## src/rtl/epd_pkg.sv

```systemverilog
// ----------------------------------------------------------------------------
// epd_pkg: shared types and constants of the encoder position PID drive
// Field widths, register indexes, reset values, item types and the command
// and status records of the shared arithmetic unit.
// ----------------------------------------------------------------------------
package epd_pkg;

    // Field widths
    localparam int EPD_ADC_W    = 10;
    localparam int EPD_EL_W     = 24;
    localparam int EPD_GAIN_W   = 24;
    localparam int EPD_ANGLE_W  = 16;
    localparam int EPD_CTL_W    = 32;
    localparam int EPD_DRIVE_W  = 8;
    localparam int EPD_COUNT_W  = 32;

    // Full-scale code of the target converter
    localparam int EPD_ADC_MAX  = 1023;

    // Configuration port
    localparam int EPD_CFG_IDX_W  = 3;
    localparam int EPD_CFG_DATA_W = 24;

    localparam logic [EPD_CFG_IDX_W-1:0] CFG_PROP_GAIN  = 3'd0;
    localparam logic [EPD_CFG_IDX_W-1:0] CFG_DERIV_GAIN = 3'd1;
    localparam logic [EPD_CFG_IDX_W-1:0] CFG_INTEG_GAIN = 3'd2;
    localparam logic [EPD_CFG_IDX_W-1:0] CFG_FULL_SCALE = 3'd3;
    localparam logic [EPD_CFG_IDX_W-1:0] CFG_ANGLE_SPAN = 3'd4;

    localparam logic [EPD_GAIN_W-1:0]  RST_PROP_GAIN  = 24'd65536;
    localparam logic [EPD_GAIN_W-1:0]  RST_DERIV_GAIN = 24'd1638;
    localparam logic [EPD_GAIN_W-1:0]  RST_INTEG_GAIN = 24'd0;
    localparam logic [EPD_ANGLE_W-1:0] RST_FULL_SCALE = 16'd2527;
    localparam logic [EPD_ANGLE_W-1:0] RST_ANGLE_SPAN = 16'd180;

    localparam logic [EPD_DRIVE_W-1:0] EPD_DRIVE_FULL = 8'd255;

    // Item operation codes
    localparam logic OP_ENC_EDGE = 1'b0;
    localparam logic OP_TICK     = 1'b1;

    // Shared arithmetic unit: 64-bit magnitude by 24-bit operand
    localparam int EPD_ALU_A_W   = 64;
    localparam int EPD_ALU_B_W   = 24;
    localparam int EPD_ALU_RES_W = EPD_ALU_A_W + EPD_ALU_B_W;
    localparam int EPD_MUL_STEPS = EPD_ALU_B_W;
    localparam int EPD_DIV_STEPS = EPD_ALU_A_W;

    localparam logic ALU_OP_MUL = 1'b0;
    localparam logic ALU_OP_DIV = 1'b1;

    typedef struct packed {
        logic                   op;
        logic                   phase_b_level;
        logic [EPD_ADC_W-1:0]   target_adc;
        logic [EPD_EL_W-1:0]    elapsed_us;
    } t_in_item;

    typedef struct packed {
        logic                          direction;
        logic [EPD_DRIVE_W-1:0]        drive_level;
        logic signed [EPD_CTL_W-1:0]   control_value;
        logic [EPD_ANGLE_W-1:0]        target_angle;
        logic signed [EPD_CTL_W-1:0]   position_angle;
    } t_out_item;

    typedef struct packed {
        logic [EPD_GAIN_W-1:0]  prop_gain;
        logic [EPD_GAIN_W-1:0]  deriv_gain;
        logic [EPD_GAIN_W-1:0]  integ_gain;
        logic [EPD_ANGLE_W-1:0] full_scale;
        logic [EPD_ANGLE_W-1:0] angle_span;
    } t_cfg;

    typedef struct packed {
        logic                    start;
        logic                    op;
        logic [EPD_ALU_A_W-1:0]  a;
        logic [EPD_ALU_B_W-1:0]  b;
    } t_alu_cmd;

    typedef struct packed {
        logic busy;
        logic done;
    } t_alu_stat;

    typedef struct packed {
        logic busy;
        logic res_valid;
    } t_ctrl_stat;

endpackage

```

## src/rtl/epd_in_if.sv

```systemverilog
// ----------------------------------------------------------------------------
// epd_in_if: input item channel
// Valid/ready channel that carries one encoder edge or control tick.
// ----------------------------------------------------------------------------
interface epd_in_if;
    logic               valid;
    logic               ready;
    epd_pkg::t_in_item  data;

    modport source (output valid, output data, input ready);
    modport sink   (input valid, input data, output ready);
endinterface

```

## src/rtl/epd_out_if.sv

```systemverilog
// ----------------------------------------------------------------------------
// epd_out_if: result item channel
// Valid/ready channel that carries one drive result per control tick.
// ----------------------------------------------------------------------------
interface epd_out_if;
    logic                valid;
    logic                ready;
    epd_pkg::t_out_item  data;

    modport source (output valid, output data, input ready);
    modport sink   (input valid, input data, output ready);
endinterface

```

## src/rtl/encoder_position_pid_drive_core.sv

```systemverilog
// ----------------------------------------------------------------------------
// encoder_position_pid_drive_core: position PID drive with encoder counter
// Encoder edges move the position counter; control ticks run a
// serial multiply/divide sequence and give one drive result each.
// ----------------------------------------------------------------------------
// Sequence: a control tick runs 7 multiplies and 4 divides through the
//   single shift-add / restoring unit; the derivative multiply and divide
//   are skipped when elapsed_us is zero.
// Flow: input is not ready during a tick, so a new item waits until it ends.
//   The output register lets the next item in while a result waits.
// Reset: synchronous, active low; clears counter, integral, previous error.
module encoder_position_pid_drive_core (
    input  logic                                    i_clk,
    input  logic                                    i_rst_n,
    epd_in_if.sink                                  i_in,
    epd_out_if.source                               o_out,
    input  logic                                    i_cfg_wr_en,
    input  logic [epd_pkg::EPD_CFG_IDX_W-1:0]       i_cfg_index,
    input  logic [epd_pkg::EPD_CFG_DATA_W-1:0]      i_cfg_wdata
);

    localparam int CNT_W = epd_pkg::EPD_COUNT_W;

    epd_pkg::t_cfg                 r_cfg;
    logic signed [CNT_W-1:0]       r_count;
    logic                          r_out_valid;
    epd_pkg::t_out_item            r_out_data;

    epd_pkg::t_ctrl_stat           w_stat;
    epd_pkg::t_out_item            w_res;
    logic                          w_accept;
    logic                          w_take;

    assign i_in.ready = !w_stat.busy;
    assign w_accept   = i_in.valid && i_in.ready;
    assign w_take     = !r_out_valid || o_out.ready;

    // Configuration registers, back to their defaults on reset.
    always_ff @(posedge i_clk) begin
        if (!i_rst_n) begin
            r_cfg.prop_gain  <= epd_pkg::RST_PROP_GAIN;
            r_cfg.deriv_gain <= epd_pkg::RST_DERIV_GAIN;
            r_cfg.integ_gain <= epd_pkg::RST_INTEG_GAIN;
            r_cfg.full_scale <= epd_pkg::RST_FULL_SCALE;
            r_cfg.angle_span <= epd_pkg::RST_ANGLE_SPAN;
        end else if (i_cfg_wr_en) begin
            unique case (i_cfg_index)
                epd_pkg::CFG_PROP_GAIN:  r_cfg.prop_gain  <= i_cfg_wdata;
                epd_pkg::CFG_DERIV_GAIN: r_cfg.deriv_gain <= i_cfg_wdata;
                epd_pkg::CFG_INTEG_GAIN: r_cfg.integ_gain <= i_cfg_wdata;
                epd_pkg::CFG_FULL_SCALE:
                    r_cfg.full_scale <= i_cfg_wdata[epd_pkg::EPD_ANGLE_W-1:0];
                epd_pkg::CFG_ANGLE_SPAN:
                    r_cfg.angle_span <= i_cfg_wdata[epd_pkg::EPD_ANGLE_W-1:0];
                default: ;
            endcase
        end
    end

    // Encoder position counter, wraps modulo 2^32.
    always_ff @(posedge i_clk) begin
        if (!i_rst_n) begin
            r_count <= '0;
        end else if (w_accept && i_in.data.op == epd_pkg::OP_ENC_EDGE) begin
            if (i_in.data.phase_b_level) begin
                r_count <= r_count + 1'b1;
            end else begin
                r_count <= r_count - 1'b1;
            end
        end
    end

    epd_ctrl u_ctrl (
        .i_clk       (i_clk),
        .i_rst_n     (i_rst_n),
        .i_start     (w_accept && i_in.data.op == epd_pkg::OP_TICK),
        .i_adc       (i_in.data.target_adc),
        .i_el        (i_in.data.elapsed_us),
        .i_count     (r_count),
        .i_cfg       (r_cfg),
        .i_res_ready (w_take),
        .o_stat      (w_stat),
        .o_res       (w_res)
    );

    // Output register between the sequencer and the result channel.
    always_ff @(posedge i_clk) begin
        if (!i_rst_n) begin
            r_out_valid <= 1'b0;
        end else if (w_take) begin
            r_out_valid <= w_stat.res_valid;
        end
    end

    always_ff @(posedge i_clk) begin
        if (w_take && w_stat.res_valid) begin
            r_out_data <= w_res;
        end
    end

    assign o_out.valid = r_out_valid;
    assign o_out.data  = r_out_data;

    // An accepted encoder edge always moves the counter.
    a_count_moves: assert property (@(posedge i_clk) disable iff (!i_rst_n)
        (w_accept && i_in.data.op == epd_pkg::OP_ENC_EDGE) |=> (r_count != $past(r_count)))
        else $error("encoder edge did not move the counter");

    // An accepted control tick starts the sequencer.
    a_tick_starts: assert property (@(posedge i_clk) disable iff (!i_rst_n)
        (w_accept && i_in.data.op == epd_pkg::OP_TICK) |=> w_stat.busy)
        else $error("control tick did not start the sequencer");

endmodule

```

## src/rtl/epd_alu.sv

```systemverilog
// ----------------------------------------------------------------------------
// epd_alu: shared serial multiply / divide unit
// Shift-add multiply of a 64-bit magnitude by a 24-bit operand (24 steps) and
// restoring divide of a 64-bit magnitude by a 24-bit divisor (64 steps).
// Product is {hi, lo}; the quotient is left in hi, the remainder in lo.
// ----------------------------------------------------------------------------
module epd_alu (
    input  logic                                  i_clk,
    input  logic                                  i_rst_n,
    input  epd_pkg::t_alu_cmd                     i_cmd,
    output epd_pkg::t_alu_stat                    o_stat,
    output logic [epd_pkg::EPD_ALU_RES_W-1:0]     o_result
);

    localparam int A_W   = epd_pkg::EPD_ALU_A_W;
    localparam int B_W   = epd_pkg::EPD_ALU_B_W;
    localparam int CNT_W = $clog2(epd_pkg::EPD_DIV_STEPS);

    logic             r_run;
    logic             r_done;
    logic             r_op;
    logic [CNT_W-1:0] r_cnt;
    logic [A_W-1:0]   r_hi;
    logic [B_W-1:0]   r_lo;
    logic [A_W-1:0]   r_opnd;

    logic [A_W-1:0]   n_hi;
    logic [B_W-1:0]   n_lo;

    logic [A_W:0]     w_add;
    logic [B_W:0]     w_trial;
    logic [B_W:0]     w_sub;
    logic             w_ge;
    logic             w_load;

    assign w_load = i_cmd.start && !r_run;

    // One step of either operation.
    always_comb begin
        w_add   = {1'b0, r_hi} + (r_lo[0] ? {1'b0, r_opnd} : {(A_W+1){1'b0}});
        w_trial = {r_lo, r_hi[A_W-1]};
        w_ge    = w_trial >= {1'b0, r_opnd[B_W-1:0]};
        w_sub   = w_trial - {1'b0, r_opnd[B_W-1:0]};
        if (r_op == epd_pkg::ALU_OP_MUL) begin
            n_hi = w_add[A_W:1];
            n_lo = {w_add[0], r_lo[B_W-1:1]};
        end else begin
            n_hi = {r_hi[A_W-2:0], w_ge};
            n_lo = w_ge ? w_sub[B_W-1:0] : w_trial[B_W-1:0];
        end
    end

    // Step counter and completion flag.
    always_ff @(posedge i_clk) begin
        if (!i_rst_n) begin
            r_run  <= 1'b0;
            r_done <= 1'b0;
            r_cnt  <= '0;
        end else begin
            r_done <= 1'b0;
            if (w_load) begin
                r_run <= 1'b1;
                r_cnt <= (i_cmd.op == epd_pkg::ALU_OP_MUL)
                         ? CNT_W'(epd_pkg::EPD_MUL_STEPS - 1)
                         : CNT_W'(epd_pkg::EPD_DIV_STEPS - 1);
            end else if (r_run) begin
                if (r_cnt == '0) begin
                    r_run  <= 1'b0;
                    r_done <= 1'b1;
                end else begin
                    r_cnt <= r_cnt - 1'b1;
                end
            end
        end
    end

    // Operand and partial result registers.
    always_ff @(posedge i_clk) begin
        if (w_load) begin
            r_op <= i_cmd.op;
            if (i_cmd.op == epd_pkg::ALU_OP_MUL) begin
                r_hi   <= '0;
                r_lo   <= i_cmd.b;
                r_opnd <= i_cmd.a;
            end else begin
                r_hi   <= i_cmd.a;
                r_lo   <= '0;
                r_opnd <= {{(A_W-B_W){1'b0}}, i_cmd.b};
            end
        end else if (r_run) begin
            r_hi <= n_hi;
            r_lo <= n_lo;
        end
    end

    assign o_stat.busy = r_run;
    assign o_stat.done = r_done;
    assign o_result    = {r_hi, r_lo};

endmodule

```

## src/rtl/epd_ctrl.sv

```systemverilog
// ----------------------------------------------------------------------------
// epd_ctrl: control tick sequencer
// Walks one control tick through the shared multiply/divide unit: position
// and target mapping, error, derivative, integral and the weighted sum.
// Holds the previous error and the error-time integral between ticks.
// ----------------------------------------------------------------------------
module epd_ctrl (
    input  logic                                      i_clk,
    input  logic                                      i_rst_n,
    input  logic                                      i_start,
    input  logic [epd_pkg::EPD_ADC_W-1:0]             i_adc,
    input  logic [epd_pkg::EPD_EL_W-1:0]              i_el,
    input  logic signed [epd_pkg::EPD_COUNT_W-1:0]    i_count,
    input  epd_pkg::t_cfg                             i_cfg,
    input  logic                                      i_res_ready,
    output epd_pkg::t_ctrl_stat                       o_stat,
    output epd_pkg::t_out_item                        o_res
);

    localparam int A_W   = epd_pkg::EPD_ALU_A_W;
    localparam int B_W   = epd_pkg::EPD_ALU_B_W;
    localparam int R_W   = epd_pkg::EPD_ALU_RES_W;
    localparam int C_W   = epd_pkg::EPD_CTL_W;
    localparam int ST_W  = 4;

    localparam logic [ST_W-1:0] ST_IDLE    = 4'd0;
    localparam logic [ST_W-1:0] ST_POS_MUL = 4'd1;
    localparam logic [ST_W-1:0] ST_POS_DIV = 4'd2;
    localparam logic [ST_W-1:0] ST_TGT_MUL = 4'd3;
    localparam logic [ST_W-1:0] ST_TGT_DIV = 4'd4;
    localparam logic [ST_W-1:0] ST_DER_MUL = 4'd5;
    localparam logic [ST_W-1:0] ST_DER_DIV = 4'd6;
    localparam logic [ST_W-1:0] ST_ETS_MUL = 4'd7;
    localparam logic [ST_W-1:0] ST_P_MUL   = 4'd8;
    localparam logic [ST_W-1:0] ST_D_MUL   = 4'd9;
    localparam logic [ST_W-1:0] ST_I_MUL   = 4'd10;
    localparam logic [ST_W-1:0] ST_I_DIV   = 4'd11;
    localparam logic [ST_W-1:0] ST_DONE    = 4'd12;

    localparam logic [B_W-1:0] ADC_DIV   = B_W'(epd_pkg::EPD_ADC_MAX - 1);
    localparam logic [B_W-1:0] US_PER_S  = B_W'(1000000);
    localparam logic [R_W-1:0] POS_LIMIT = {{(R_W-A_W+1){1'b0}}, {(A_W-1){1'b1}}};
    localparam logic [R_W-1:0] NEG_LIMIT = POS_LIMIT + 1'b1;

    // Apply a sign to a 64-bit magnitude.
    function automatic logic signed [A_W:0] f_signed(input logic neg,
                                                    input logic [A_W-1:0] mag);
        logic signed [A_W:0] v;
        v = $signed({1'b0, mag});
        return neg ? -v : v;
    endfunction

    // Magnitude of a signed value, at most 2^64 - 1 in range of use.
    function automatic logic [A_W-1:0] f_abs(input logic signed [A_W:0] x);
        logic signed [A_W:0] v;
        v = x[A_W] ? -x : x;
        return v[A_W-1:0];
    endfunction

    // Clamp to the 32-bit signed range.
    function automatic logic signed [C_W-1:0] f_sat32(input logic signed [A_W+1:0] x);
        logic signed [C_W-1:0] r;
        if (x > $signed((A_W+2)'(32'h7FFF_FFFF))) begin
            r = {1'b0, {(C_W-1){1'b1}}};
        end else if (x < -$signed((A_W+2)'(33'h0_8000_0000))) begin
            r = {1'b1, {(C_W-1){1'b0}}};
        end else begin
            r = x[C_W-1:0];
        end
        return r;
    endfunction

    logic [ST_W-1:0]              r_state, n_state;
    logic                         r_go, n_go;
    logic [epd_pkg::EPD_ADC_W-1:0] r_adc;
    logic [epd_pkg::EPD_EL_W-1:0]  r_el;
    logic [A_W-1:0]               r_tmp, n_tmp;
    logic signed [C_W-1:0]        r_pos, n_pos;
    logic signed [C_W-1:0]        r_err, n_err;
    logic signed [C_W-1:0]        r_deriv, n_deriv;
    logic signed [C_W-1:0]        r_prev, n_prev;
    logic signed [C_W-1:0]        r_ctl, n_ctl;
    logic signed [A_W-1:0]        r_u, n_u;
    logic signed [A_W-1:0]        r_ets, n_ets;
    logic [epd_pkg::EPD_ANGLE_W-1:0] r_tgt_out, n_tgt_out;

    epd_pkg::t_alu_cmd            w_cmd;
    epd_pkg::t_alu_stat           w_alu;
    logic [R_W-1:0]               w_result;
    logic [A_W-1:0]               w_quot;
    logic signed [C_W:0]          w_diff;
    logic                         w_neg;
    logic signed [A_W:0]          w_sval;
    logic signed [A_W+1:0]        w_wide;
    logic signed [A_W:0]          w_target;
    logic [A_W-1:0]               w_fs;

    epd_alu u_alu (
        .i_clk    (i_clk),
        .i_rst_n  (i_rst_n),
        .i_cmd    (w_cmd),
        .o_stat   (w_alu),
        .o_result (w_result)
    );

    assign w_quot = w_result[R_W-1:B_W];
    assign w_diff = {r_err[C_W-1], r_err} - {r_prev[C_W-1], r_prev};
    assign w_fs   = (i_cfg.full_scale == '0) ? {{(A_W-1){1'b0}}, 1'b1}
                                             : {{(A_W-epd_pkg::EPD_ANGLE_W){1'b0}},
                                                i_cfg.full_scale};

    // Sign of the operand that the current step works on.
    always_comb begin
        unique case (r_state)
            ST_POS_MUL, ST_POS_DIV: w_neg = i_count[C_W-1];
            ST_TGT_MUL, ST_TGT_DIV: w_neg = (r_adc == '0);
            ST_DER_MUL, ST_DER_DIV: w_neg = w_diff[C_W];
            ST_ETS_MUL, ST_P_MUL:   w_neg = r_err[C_W-1];
            ST_D_MUL:               w_neg = r_deriv[C_W-1];
            ST_I_MUL, ST_I_DIV:     w_neg = r_ets[A_W-1];
            default:                w_neg = 1'b0;
        endcase
    end

    // Operand selection for the shared unit.
    always_comb begin
        w_cmd.start = r_go && !w_alu.busy && !w_alu.done
                      && !(r_state == ST_DER_MUL && r_el == '0);
        w_cmd.op    = epd_pkg::ALU_OP_MUL;
        w_cmd.a     = r_tmp;
        w_cmd.b     = '0;
        unique case (r_state)
            ST_POS_MUL: begin
                w_cmd.a = f_abs({{(A_W-C_W+1){i_count[C_W-1]}}, i_count});
                w_cmd.b = {{(B_W-epd_pkg::EPD_ANGLE_W){1'b0}}, i_cfg.angle_span};
            end
            ST_POS_DIV: begin
                w_cmd.op = epd_pkg::ALU_OP_DIV;
                w_cmd.b  = w_fs[B_W-1:0];
            end
            ST_TGT_MUL: begin
                w_cmd.a = (r_adc == '0) ? {{(A_W-1){1'b0}}, 1'b1}
                                        : {{(A_W-epd_pkg::EPD_ADC_W){1'b0}}, r_adc - 1'b1};
                w_cmd.b = {{(B_W-epd_pkg::EPD_ANGLE_W){1'b0}}, i_cfg.angle_span};
            end
            ST_TGT_DIV: begin
                w_cmd.op = epd_pkg::ALU_OP_DIV;
                w_cmd.b  = ADC_DIV;
            end
            ST_DER_MUL: begin
                w_cmd.a = f_abs({{(A_W-C_W){w_diff[C_W]}}, w_diff});
                w_cmd.b = US_PER_S;
            end
            ST_DER_DIV: begin
                w_cmd.op = epd_pkg::ALU_OP_DIV;
                w_cmd.b  = r_el;
            end
            ST_ETS_MUL: begin
                w_cmd.a = f_abs({{(A_W-C_W+1){r_err[C_W-1]}}, r_err});
                w_cmd.b = r_el;
            end
            ST_P_MUL: begin
                w_cmd.a = f_abs({{(A_W-C_W+1){r_err[C_W-1]}}, r_err});
                w_cmd.b = i_cfg.prop_gain;
            end
            ST_D_MUL: begin
                w_cmd.a = f_abs({{(A_W-C_W+1){r_deriv[C_W-1]}}, r_deriv});
                w_cmd.b = i_cfg.deriv_gain;
            end
            ST_I_MUL: begin
                w_cmd.a = f_abs({r_ets[A_W-1], r_ets});
                w_cmd.b = i_cfg.integ_gain;
            end
            ST_I_DIV: begin
                w_cmd.op = epd_pkg::ALU_OP_DIV;
                w_cmd.b  = US_PER_S;
            end
            default: begin
                w_cmd.start = 1'b0;
            end
        endcase
    end

    // Step sequencing and capture of each partial result.
    always_comb begin
        n_state   = r_state;
        n_go      = r_go && !w_cmd.start;
        n_tmp     = r_tmp;
        n_pos     = r_pos;
        n_err     = r_err;
        n_deriv   = r_deriv;
        n_prev    = r_prev;
        n_ctl     = r_ctl;
        n_u       = r_u;
        n_ets     = r_ets;
        n_tgt_out = r_tgt_out;
        w_sval    = f_signed(w_neg, w_result[A_W-1:0]);
        w_target  = f_signed(w_neg, w_quot);
        w_wide    = '0;

        unique case (r_state)
            ST_IDLE: begin
                if (i_start) begin
                    n_state = ST_POS_MUL;
                    n_go    = 1'b1;
                end
            end
            ST_DONE: begin
                if (i_res_ready) begin
                    n_state = ST_IDLE;
                end
            end
            ST_DER_MUL: begin
                // Zero elapsed time: the derivative saturates by the sign of the change.
                if (r_el == '0) begin
                    if (w_diff > 0) begin
                        n_deriv = {1'b0, {(C_W-1){1'b1}}};
                    end else if (w_diff < 0) begin
                        n_deriv = {1'b1, {(C_W-1){1'b0}}};
                    end else begin
                        n_deriv = '0;
                    end
                    n_state = ST_ETS_MUL;
                    n_go    = 1'b1;
                end else if (w_alu.done) begin
                    n_tmp   = w_result[A_W-1:0];
                    n_state = ST_DER_DIV;
                    n_go    = 1'b1;
                end
            end
            default: begin
                if (w_alu.done) begin
                    n_go = 1'b1;
                    unique case (r_state)
                        ST_POS_MUL: begin
                            n_tmp   = w_result[A_W-1:0];
                            n_state = ST_POS_DIV;
                        end
                        ST_POS_DIV: begin
                            n_pos   = f_sat32({w_target[A_W], w_target});
                            n_state = ST_TGT_MUL;
                        end
                        ST_TGT_MUL: begin
                            n_tmp   = w_result[A_W-1:0];
                            n_state = ST_TGT_DIV;
                        end
                        ST_TGT_DIV: begin
                            w_wide  = {w_target[A_W], w_target}
                                      - {{(A_W-C_W+2){r_pos[C_W-1]}}, r_pos};
                            n_err   = f_sat32(w_wide);
                            // The reported target is clamped to the angle range.
                            if (w_target[A_W]) begin
                                n_tgt_out = '0;
                            end else if (w_quot > A_W'({epd_pkg::EPD_ANGLE_W{1'b1}})) begin
                                n_tgt_out = '1;
                            end else begin
                                n_tgt_out = w_quot[epd_pkg::EPD_ANGLE_W-1:0];
                            end
                            n_state = ST_DER_MUL;
                        end
                        ST_DER_DIV: begin
                            n_deriv = f_sat32({w_target[A_W], w_target});
                            n_state = ST_ETS_MUL;
                        end
                        ST_ETS_MUL: begin
                            // Saturating accumulate of error times elapsed time.
                            w_wide = {{2{r_ets[A_W-1]}}, r_ets} + {w_sval[A_W], w_sval};
                            if (w_wide[A_W+1:A_W-1] == 3'b001
                                || w_wide[A_W+1:A_W-1] == 3'b010
                                || w_wide[A_W+1:A_W-1] == 3'b011) begin
                                n_ets = {1'b0, {(A_W-1){1'b1}}};
                            end else if (w_wide[A_W+1:A_W-1] == 3'b100
                                || w_wide[A_W+1:A_W-1] == 3'b101
                                || w_wide[A_W+1:A_W-1] == 3'b110) begin
                                n_ets = {1'b1, {(A_W-1){1'b0}}};
                            end else begin
                                n_ets = w_wide[A_W-1:0];
                            end
                            n_state = ST_P_MUL;
                        end
                        ST_P_MUL: begin
                            n_u     = w_sval[A_W-1:0];
                            n_state = ST_D_MUL;
                        end
                        ST_D_MUL: begin
                            w_wide  = {{2{r_u[A_W-1]}}, r_u} + {w_sval[A_W], w_sval};
                            n_u     = w_wide[A_W-1:0];
                            n_state = ST_I_MUL;
                        end
                        ST_I_MUL: begin
                            // Integral product saturates at the 64-bit limits.
                            if (!w_neg && w_result > POS_LIMIT) begin
                                n_tmp = POS_LIMIT[A_W-1:0];
                            end else if (w_neg && w_result > NEG_LIMIT) begin
                                n_tmp = NEG_LIMIT[A_W-1:0];
                            end else begin
                                n_tmp = w_result[A_W-1:0];
                            end
                            n_state = ST_I_DIV;
                        end
                        ST_I_DIV: begin
                            w_wide  = {{2{r_u[A_W-1]}}, r_u} + {w_target[A_W], w_target};
                            n_ctl   = f_sat32(w_wide);
                            n_prev  = r_err;
                            n_go    = 1'b0;
                            n_state = ST_DONE;
                        end
                        default: begin
                            n_go    = 1'b0;
                            n_state = ST_IDLE;
                        end
                    endcase
                end
            end
        endcase
    end

    // Sequencer state and values kept between ticks.
    always_ff @(posedge i_clk) begin
        if (!i_rst_n) begin
            r_state <= ST_IDLE;
            r_go    <= 1'b0;
            r_prev  <= '0;
            r_ets   <= '0;
        end else begin
            r_state <= n_state;
            r_go    <= n_go;
            r_prev  <= n_prev;
            r_ets   <= n_ets;
        end
    end

    // Working registers of the current tick.
    always_ff @(posedge i_clk) begin
        if (r_state == ST_IDLE && i_start) begin
            r_adc <= i_adc;
            r_el  <= i_el;
        end
        r_tmp     <= n_tmp;
        r_pos     <= n_pos;
        r_err     <= n_err;
        r_deriv   <= n_deriv;
        r_ctl     <= n_ctl;
        r_u       <= n_u;
        r_tgt_out <= n_tgt_out;
    end

    assign o_stat.busy          = (r_state != ST_IDLE);
    assign o_stat.res_valid     = (r_state == ST_DONE);
    assign o_res.direction      = r_ctl[C_W-1];
    assign o_res.drive_level    = epd_pkg::EPD_DRIVE_FULL;
    assign o_res.control_value  = r_ctl;
    assign o_res.target_angle   = r_tgt_out;
    assign o_res.position_angle = r_pos;

    // The shared unit is never started while it is still working.
    a_no_restart: assert property (@(posedge i_clk) disable iff (!i_rst_n)
        w_cmd.start |-> !w_alu.busy)
        else $error("arithmetic unit started while busy");

    // Results of the shared unit arrive only during a tick.
    a_done_in_tick: assert property (@(posedge i_clk) disable iff (!i_rst_n)
        w_alu.done |-> (r_state != ST_IDLE && r_state != ST_DONE))
        else $error("arithmetic result outside a tick");

    // The previous error moves only at the last step of a tick.
    a_prev_hold: assert property (@(posedge i_clk) disable iff (!i_rst_n)
        !(r_state == ST_I_DIV && w_alu.done) |=> $stable(r_prev))
        else $error("previous error changed mid-tick");

endmodule

```

## src/flat_wrapper.sv

```systemverilog
// flat-port wrapper written by rule: the top's interface ports become plain ports
module encoder_position_pid_drive_core_flat 
  (i_clk, i_rst_n, i_cfg_wr_en, i_cfg_index, i_cfg_wdata, i_in_valid, i_in_data, i_in_ready, o_out_valid, o_out_data, o_out_ready);
  epd_in_if i_in_i ();
  epd_out_if o_out_i ();
  input  logic i_clk;
  input  logic i_rst_n;
  input  logic i_cfg_wr_en;
  input  logic [epd_pkg::EPD_CFG_IDX_W-1:0] i_cfg_index;
  input  logic [epd_pkg::EPD_CFG_DATA_W-1:0] i_cfg_wdata;
  input wire logic [$bits(i_in_i.valid)-1:0] i_in_valid;
  input wire logic [$bits(i_in_i.data)-1:0] i_in_data;
  output wire logic [$bits(i_in_i.ready)-1:0] i_in_ready;
  output wire logic [$bits(o_out_i.valid)-1:0] o_out_valid;
  output wire logic [$bits(o_out_i.data)-1:0] o_out_data;
  input wire logic [$bits(o_out_i.ready)-1:0] o_out_ready;
  assign i_in_i.valid = i_in_valid;
  assign i_in_i.data = i_in_data;
  assign i_in_ready = i_in_i.ready;
  assign o_out_valid = o_out_i.valid;
  assign o_out_data = o_out_i.data;
  assign o_out_i.ready = o_out_ready;
  encoder_position_pid_drive_core u_core (.i_clk(i_clk), .i_rst_n(i_rst_n), .i_in(i_in_i), .o_out(o_out_i), .i_cfg_wr_en(i_cfg_wr_en), .i_cfg_index(i_cfg_index), .i_cfg_wdata(i_cfg_wdata));
endmodule
```

## config.mk

```make
export PLATFORM = sky130hd
export DESIGN_NAME = encoder_position_pid_drive_core_flat
export DESIGN_NICKNAME = d
export VERILOG_FILES = /design/src/rtl/epd_pkg.sv /design/src/rtl/epd_in_if.sv /design/src/rtl/epd_out_if.sv /design/src/rtl/encoder_position_pid_drive_core.sv /design/src/rtl/epd_alu.sv /design/src/rtl/epd_ctrl.sv /design/src/flat_wrapper.sv
export SDC_FILE = /design/constraint.sdc
export NUM_CORES = 2
export LEC_CHECK = 0
export CAP_MARGIN = 20
export CORE_MARGIN = 2
export CORE_UTILIZATION = 25
export CTS_BUF_LIST = sky130_fd_sc_hd__clkbuf_4 sky130_fd_sc_hd__clkbuf_8
export DETAILED_ROUTE_END_ITERATION = 7
export DONT_BUFFER_PORTS = 1
export GPL_TIMING_DRIVEN = 1
export PLACE_DENSITY = 0.37
export SYNTH_ARGS = -nofsm -noshare
export SYNTH_HDL_FRONTEND = slang
export SYNTH_SLANG_ARGS = --single-unit
```

## constraint.sdc

```tcl
create_clock -name i_clk -period 12.35 [get_ports i_clk]
set_clock_uncertainty 0.2 [all_clocks]
set_input_delay 1.235 -clock i_clk [delete_from_list [all_inputs] [get_ports i_clk]]
set_output_delay 1.235 -clock i_clk [all_outputs]
set_load 0.03 [all_outputs]
```

==> tab_implementation.tex <==
\begin{tabular}{lr}
\hline
Metric & Value \\
\hline
\multicolumn{2}{l}{\textbf{Logic synthesis}} \\
Largest cells by area after synthesis & sky130\_fd\_sc\_hd\_\_edfxtp\_1, sky130\_fd\_sc\_hd\_\_ha\_1, sky130\_fd\_sc\_hd\_\_dfxtp\_1, sky130\_fd\_sc\_hd\_\_a21oi\_1, sky130\_fd\_sc\_hd\_\_nand2\_1 \\
Post-Syn Instances & 7,903 \\
Avg Inst Size Synth & 8.27 um2 \\
Leading register cell type out of synthesis & sky130\_fd\_sc\_hd\_\_edfxtp\_1 \\
Seq/Total Area, Yosys & 32.3\% \\
Synth warn & 0 \\
Proportion of synthesized flip-flops having asynchronous set or reset & 0\% \\
Total of flip-flops plus latches after synthesis & 785 \\
Count of different cell masters after synthesis & 112 \\
Netlist area before placement & 65,300 um2 \\
Most area-hungry cell type in the Yosys netlist & sky130\_fd\_sc\_hd\_\_edfxtp\_1 \\
Area share of the largest cell type after synthesis & 24.8\% \\
Number of synthesized flops with an enable pin & 539 \\
\multicolumn{2}{l}{\textbf{Global routing}} \\
Met1 GRT Util & 32.8\% \\
Largest net degree at the start of global routing & 119 \\
GR Util met3 & 2.70\% \\
Global-route wire length before repair & 446,000 um \\
Routing usage on met2 & 35.9\% \\
Via count of the first global-routing pass & 59,795 \\
Antenna violations before repair & 19 \\
Most Crowded Layer GR & met2 \\
Gr ovfl total & 0 \\
GRT Util Overall & 22.9\% \\
\multicolumn{2}{l}{\textbf{STA}} \\
Count of endpoints failing setup in the final report & 0 \\
Top achievable clock speed & 94.5 MHz \\
Total count of hold-check failures in the final report & 0 \\
Shortest period the worst path allows & 10.58 ns \\
Fraction of the cycle the final worst path needs & 85.7\% \\
RSZ-0062 raised after global routing & false \\
Final setup margin & 1.77 ns \\
Slew of the pin with the lowest slew margin & 1.23 ns \\
Max-slew violation count & 0 \\
Total negative slack for setup checks & 0 ns \\
Relative max-transition margin & 17.1\% \\
\multicolumn{2}{l}{\textbf{Final layout}} \\
Fillers & 27,894 \\
Share of final-layout standard cells stronger than drive strength 1 & 8.15\% \\
Count of placed standard cells in the final layout, fillers left out & 11,370 \\
Total Nets Final & 8,324 \\
Area growth syn-to-layout & 12.5\% \\
\multicolumn{2}{l}{\textbf{Placement}} \\
Placement Setup Slack & 1.90 ns \\
Placed wire-length estimate after detailed placement & 243,000 um \\
Placed insts & 11,009 \\
Final weighted congestion in routability-driven placement & 0.948 \\
Count of port buffers added during placement & 0 \\
\multicolumn{2}{l}{\textbf{Worst setup path}} \\
Reg-to-reg startpoint & u\_core.u\_ctrl.r\_err[0] \\
Worst reg2reg endpoint & u\_core.u\_ctrl.r\_ctl[3] \\
Required @ worst endpoint & 12.95 ns \\
Max FO, Critical Path & 37 \\
Type of the worst setup path & reg2reg \\
Worst reg-to-reg setup slack & 1.77 ns \\
Critical-path cell with the highest stage delay & sky130\_fd\_sc\_hd\_\_o2111ai\_1 \\
WP data arrival & 11.18 ns \\
R2R depth & 30 \\
Kind of start point of the critical path & flip-flop \\
Peak per-stage delay on the critical path & 0.59 ns \\
Critical Path Sink Type & flip-flop \\
\multicolumn{2}{l}{\textbf{Clock tree}} \\
CTS sink count & 785 \\
H-tree lvl count & 4 \\
Clock tree from TritonCTS & yes \\
Worst-Skew Late Latency & 1.05 ns \\
Total CTS buffers & 164 \\
Cell at the root of the clock tree & sky130\_fd\_sc\_hd\_\_clkbuf\_8 \\
Clock input transition at the sequential cells of the worst setup and hold paths & 0.06 ns \\
Bufs on Longest Clock Path & 3 \\
\multicolumn{2}{l}{\textbf{Floorplan}} \\
Core box area & 260,000 um2 \\
Full die area & 265,000 um2 \\
Chip width & 515 um \\
Die Ht & 515 um \\
Row count & 187 \\
Initial Utilization & 25.2\% \\
Top-level I/O count & 159 \\
\multicolumn{2}{l}{\textbf{Drt}} \\
Total length of routed wires & 314,000 um \\
Number of DRC violations after detailed routing & 0 \\
Routed vias/inst & 5.53 \\
Count of vias placed by the detailed router & 62,915 \\
Iter 0 DRT Violations & 6,027 \\
Wire length per cell & 27.6 um \\
Post-route ant nets & 0 \\
Number of iterations in the first detailed-routing pass & 8 \\
\multicolumn{2}{l}{\textbf{Power and ir drop}} \\
Gate power share & 46.8\% \\
IR drop worst, VDD & 0.120 mV \\
Power density over cell area & 163 nW/um2 \\
Switching Fraction & 45.3\% \\
Power share of the sequential group & 27.1\% \\
Clk network pwr share & 26.2\% \\
Leakage power summed over all cells & 27.4 nW \\
P\_sw & 5.44 mW \\
Internal power & 6.56 mW \\
\multicolumn{2}{l}{\textbf{Min path}} \\
Worst hold path startpoint & i\_cfg\_wdata[0] \\
Hold endpoint & u\_core.r\_cfg[32] \\
Worst hold-check path type & in2reg \\
Worst hold path depth & 2 \\
\multicolumn{2}{l}{\textbf{Run}} \\
Max\_cap viols & 0 \\
\multicolumn{2}{l}{\textbf{Run status}} \\
Result of the run & complete, no violations \\
\hline
\end{tabular}
how the worst max path moves through the flow:
stage | from | end | slack [ns] | cells after the start
floorplan | u_core.u_ctrl.r_state[3] | u_core.o_out.data[0] | 2.38 | 6
global placement | u_core.u_ctrl.r_err[0] | u_core.u_ctrl.r_ctl[6] | 2.09 | 33
detailed placement | u_core.u_ctrl.r_err[0] | u_core.u_ctrl.r_ctl[21] | 1.90 | 30
CTS | u_core.u_ctrl.r_err[0] | u_core.u_ctrl.r_ctl[21] | 1.81 | 30
global route | u_core.u_ctrl.r_err[0] | u_core.u_ctrl.r_ctl[21] | 1.19 | 30
finish | u_core.u_ctrl.r_err[0] | u_core.u_ctrl.r_ctl[3] | 1.77 | 30
cells in the mapped netlist (52+ instances only):
| cell | instances |
|---|---|
| sky130_fd_sc_hd__ha_1 | 420 |
| sky130_fd_sc_hd__o211ai_1 | 60 |
| sky130_fd_sc_hd__nand2_1 | 852 |
| sky130_fd_sc_hd__clkbuf_1 | 387 |
| sky130_fd_sc_hd__o21bai_1 | 72 |
| sky130_fd_sc_hd__inv_1 | 274 |
| sky130_fd_sc_hd__o21a_1 | 147 |
| sky130_fd_sc_hd__a31oi_1 | 82 |
| sky130_fd_sc_hd__edfxtp_1 | 539 |
| sky130_fd_sc_hd__nand4_1 | 104 |
| sky130_fd_sc_hd__and2_1 | 96 |
| sky130_fd_sc_hd__a21o_1 | 223 |
| sky130_fd_sc_hd__o22ai_1 | 79 |
| sky130_fd_sc_hd__dfxtp_1 | 246 |
| sky130_fd_sc_hd__or4_1 | 56 |
| sky130_fd_sc_hd__nor3_1 | 172 |
| sky130_fd_sc_hd__a211oi_1 | 78 |
| sky130_fd_sc_hd__and3_1 | 67 |
| sky130_fd_sc_hd__xor2_1 | 277 |
| sky130_fd_sc_hd__nand3_1 | 192 |
| sky130_fd_sc_hd__o31ai_1 | 146 |
| sky130_fd_sc_hd__xnor2_1 | 349 |
| sky130_fd_sc_hd__a21oi_1 | 759 |
| sky130_fd_sc_hd__a22oi_1 | 52 |
| sky130_fd_sc_hd__or3_1 | 90 |
| sky130_fd_sc_hd__nor2_1 | 647 |
| sky130_fd_sc_hd__nor4_1 | 85 |
| sky130_fd_sc_hd__nor2b_1 | 57 |
| sky130_fd_sc_hd__o221a_2 | 53 |
| sky130_fd_sc_hd__nand2b_1 | 83 |
| sky130_fd_sc_hd__o21ai_0 | 471 |
final cells by class:
class | instances | area (um2) | share of cell area [%]
multi-input combinational | 6369 | 41500 | 56.4
sequential | 785 | 21100 | 28.7
tap | 3402 | 4260 | 5.79
clock buffer | 231 | 2890 | 3.92
timing repair buffer | 232 | 1940 | 2.64
inverter | 276 | 1040 | 1.42
clock inverter | 68 | 776 | 1.06
antenna | 7 | 17.5 | 0.0238
flip-flops by register name, indices dropped and copies added (netlist names), 4 cells and up:
register and cells:
u_core.u_ctrl.r_u 64, u_core.u_ctrl.r_tmp 64, u_core.u_ctrl.r_state 4, u_core.u_ctrl.r_deriv 32, u_core.u_ctrl.u_alu.r_cnt 6, u_core.u_ctrl.u_alu.r_opnd 64, u_core.u_ctrl.u_alu.r_hi 64, u_core.u_ctrl.r_tgt_out 16
u_core.u_ctrl.u_alu.r_lo 24, u_core.o_out.data 80, u_core.u_ctrl.r_pos 32, u_core.u_ctrl.r_ets 64, u_core.u_ctrl.r_err 32, u_core.u_ctrl.r_prev 32, u_core.u_ctrl.r_adc 10, u_core.r_cfg 104
u_core.u_ctrl.r_ctl 32, u_core.u_ctrl.r_el 24, u_core.r_count 32
worst max-delay path, delay by kind of cell, from the launching register on:
kind	cells	cell delay [ns]
and+or+nand+nor	7	2.75
buffers and inverters	6	1.33
DFF	1	0.42
AOI/OAI and AO/OA	13	4.01
xor gates and xnor gates	1	0.49
adders and majority gates	3	1.09
routing by layer:
metal | wire length, um | up-vias
li1 | - | 29215
met1 | 151000 | 31258
met2 | 138000 | 2035
met3 | 15700 | 399
met4 | 9300 | 8
met5 | 57 | -
stage by stage:
step / cell area, um2 / utilization (%) / hold WS (ns) / power, mW
after floorplan: 65400 / - / 0.200 / 6.79
after global placement: 69200 / 26.7 / 0.207 / 8.83
after detailed placement: 69300 / 26.7 / 0.205 / 8.81
after CTS: 73500 / 28.3 / 0.000175 / 12.0
after global routing: 73500 / 28.3 / 0.0330 / 12.7
final: 73500 / 28.3 / 0.117 / 12.0
power groups by stage:
stage               combinational [mW]  clock [mW]  sequential, mW
finish                            5.61        3.14            3.25
global route                      6.06        3.35            3.26
CTS                               5.56        3.25            3.24
detailed placement                5.51           0            3.29
global placement                  5.54           0            3.30
floorplan                         3.59           0            3.21
cells by family (layout without fill, tap and decap cells):
kind of cell / Yosys count / in the layout / share of synthesized area [%]
other cells: 1 / 15 / 0.00574
xor+xnor: 626 / 626 / 8.39
compound gates: 2609 / 2609 / 26.1
simple gates: 2651 / 2651 / 19.6
fa+ha+maj: 429 / 429 / 8.30
mux: 46 / 46 / 0.728
buf+inv: 756 / 807 / 4.59
flops: 785 / 785 / 32.3
what timing repair did:
item / 4_1_cts / 5_1_grt
hold buffers: 54 / 0
resized for setup: 0 / 0
setup endpoints to repair: 0 / 0
buffers inserted: 0 / 0
hold endpoints to repair: 78 / 0
placed cells by master (no fill, tap or decap), types with 146 or more instances in the layout:
cell	count
sky130_fd_sc_hd__nand2_1	849
sky130_fd_sc_hd__buf_4	171
sky130_fd_sc_hd__nor3_1	166
sky130_fd_sc_hd__xnor2_1	349
sky130_fd_sc_hd__a21oi_1	757
sky130_fd_sc_hd__nand3_1	191
sky130_fd_sc_hd__dfxtp_1	245
sky130_fd_sc_hd__nor2_1	638
sky130_fd_sc_hd__o21ai_0	465
sky130_fd_sc_hd__inv_1	270
sky130_fd_sc_hd__xor2_1	277
sky130_fd_sc_hd__o31ai_1	146
sky130_fd_sc_hd__a21o_1	223
sky130_fd_sc_hd__ha_1	420
sky130_fd_sc_hd__o21a_1	147
sky130_fd_sc_hd__edfxtp_1	539
sky130_fd_sc_hd__clkbuf_8	184
No activity file was read; power rests on OpenSTA's default activity.
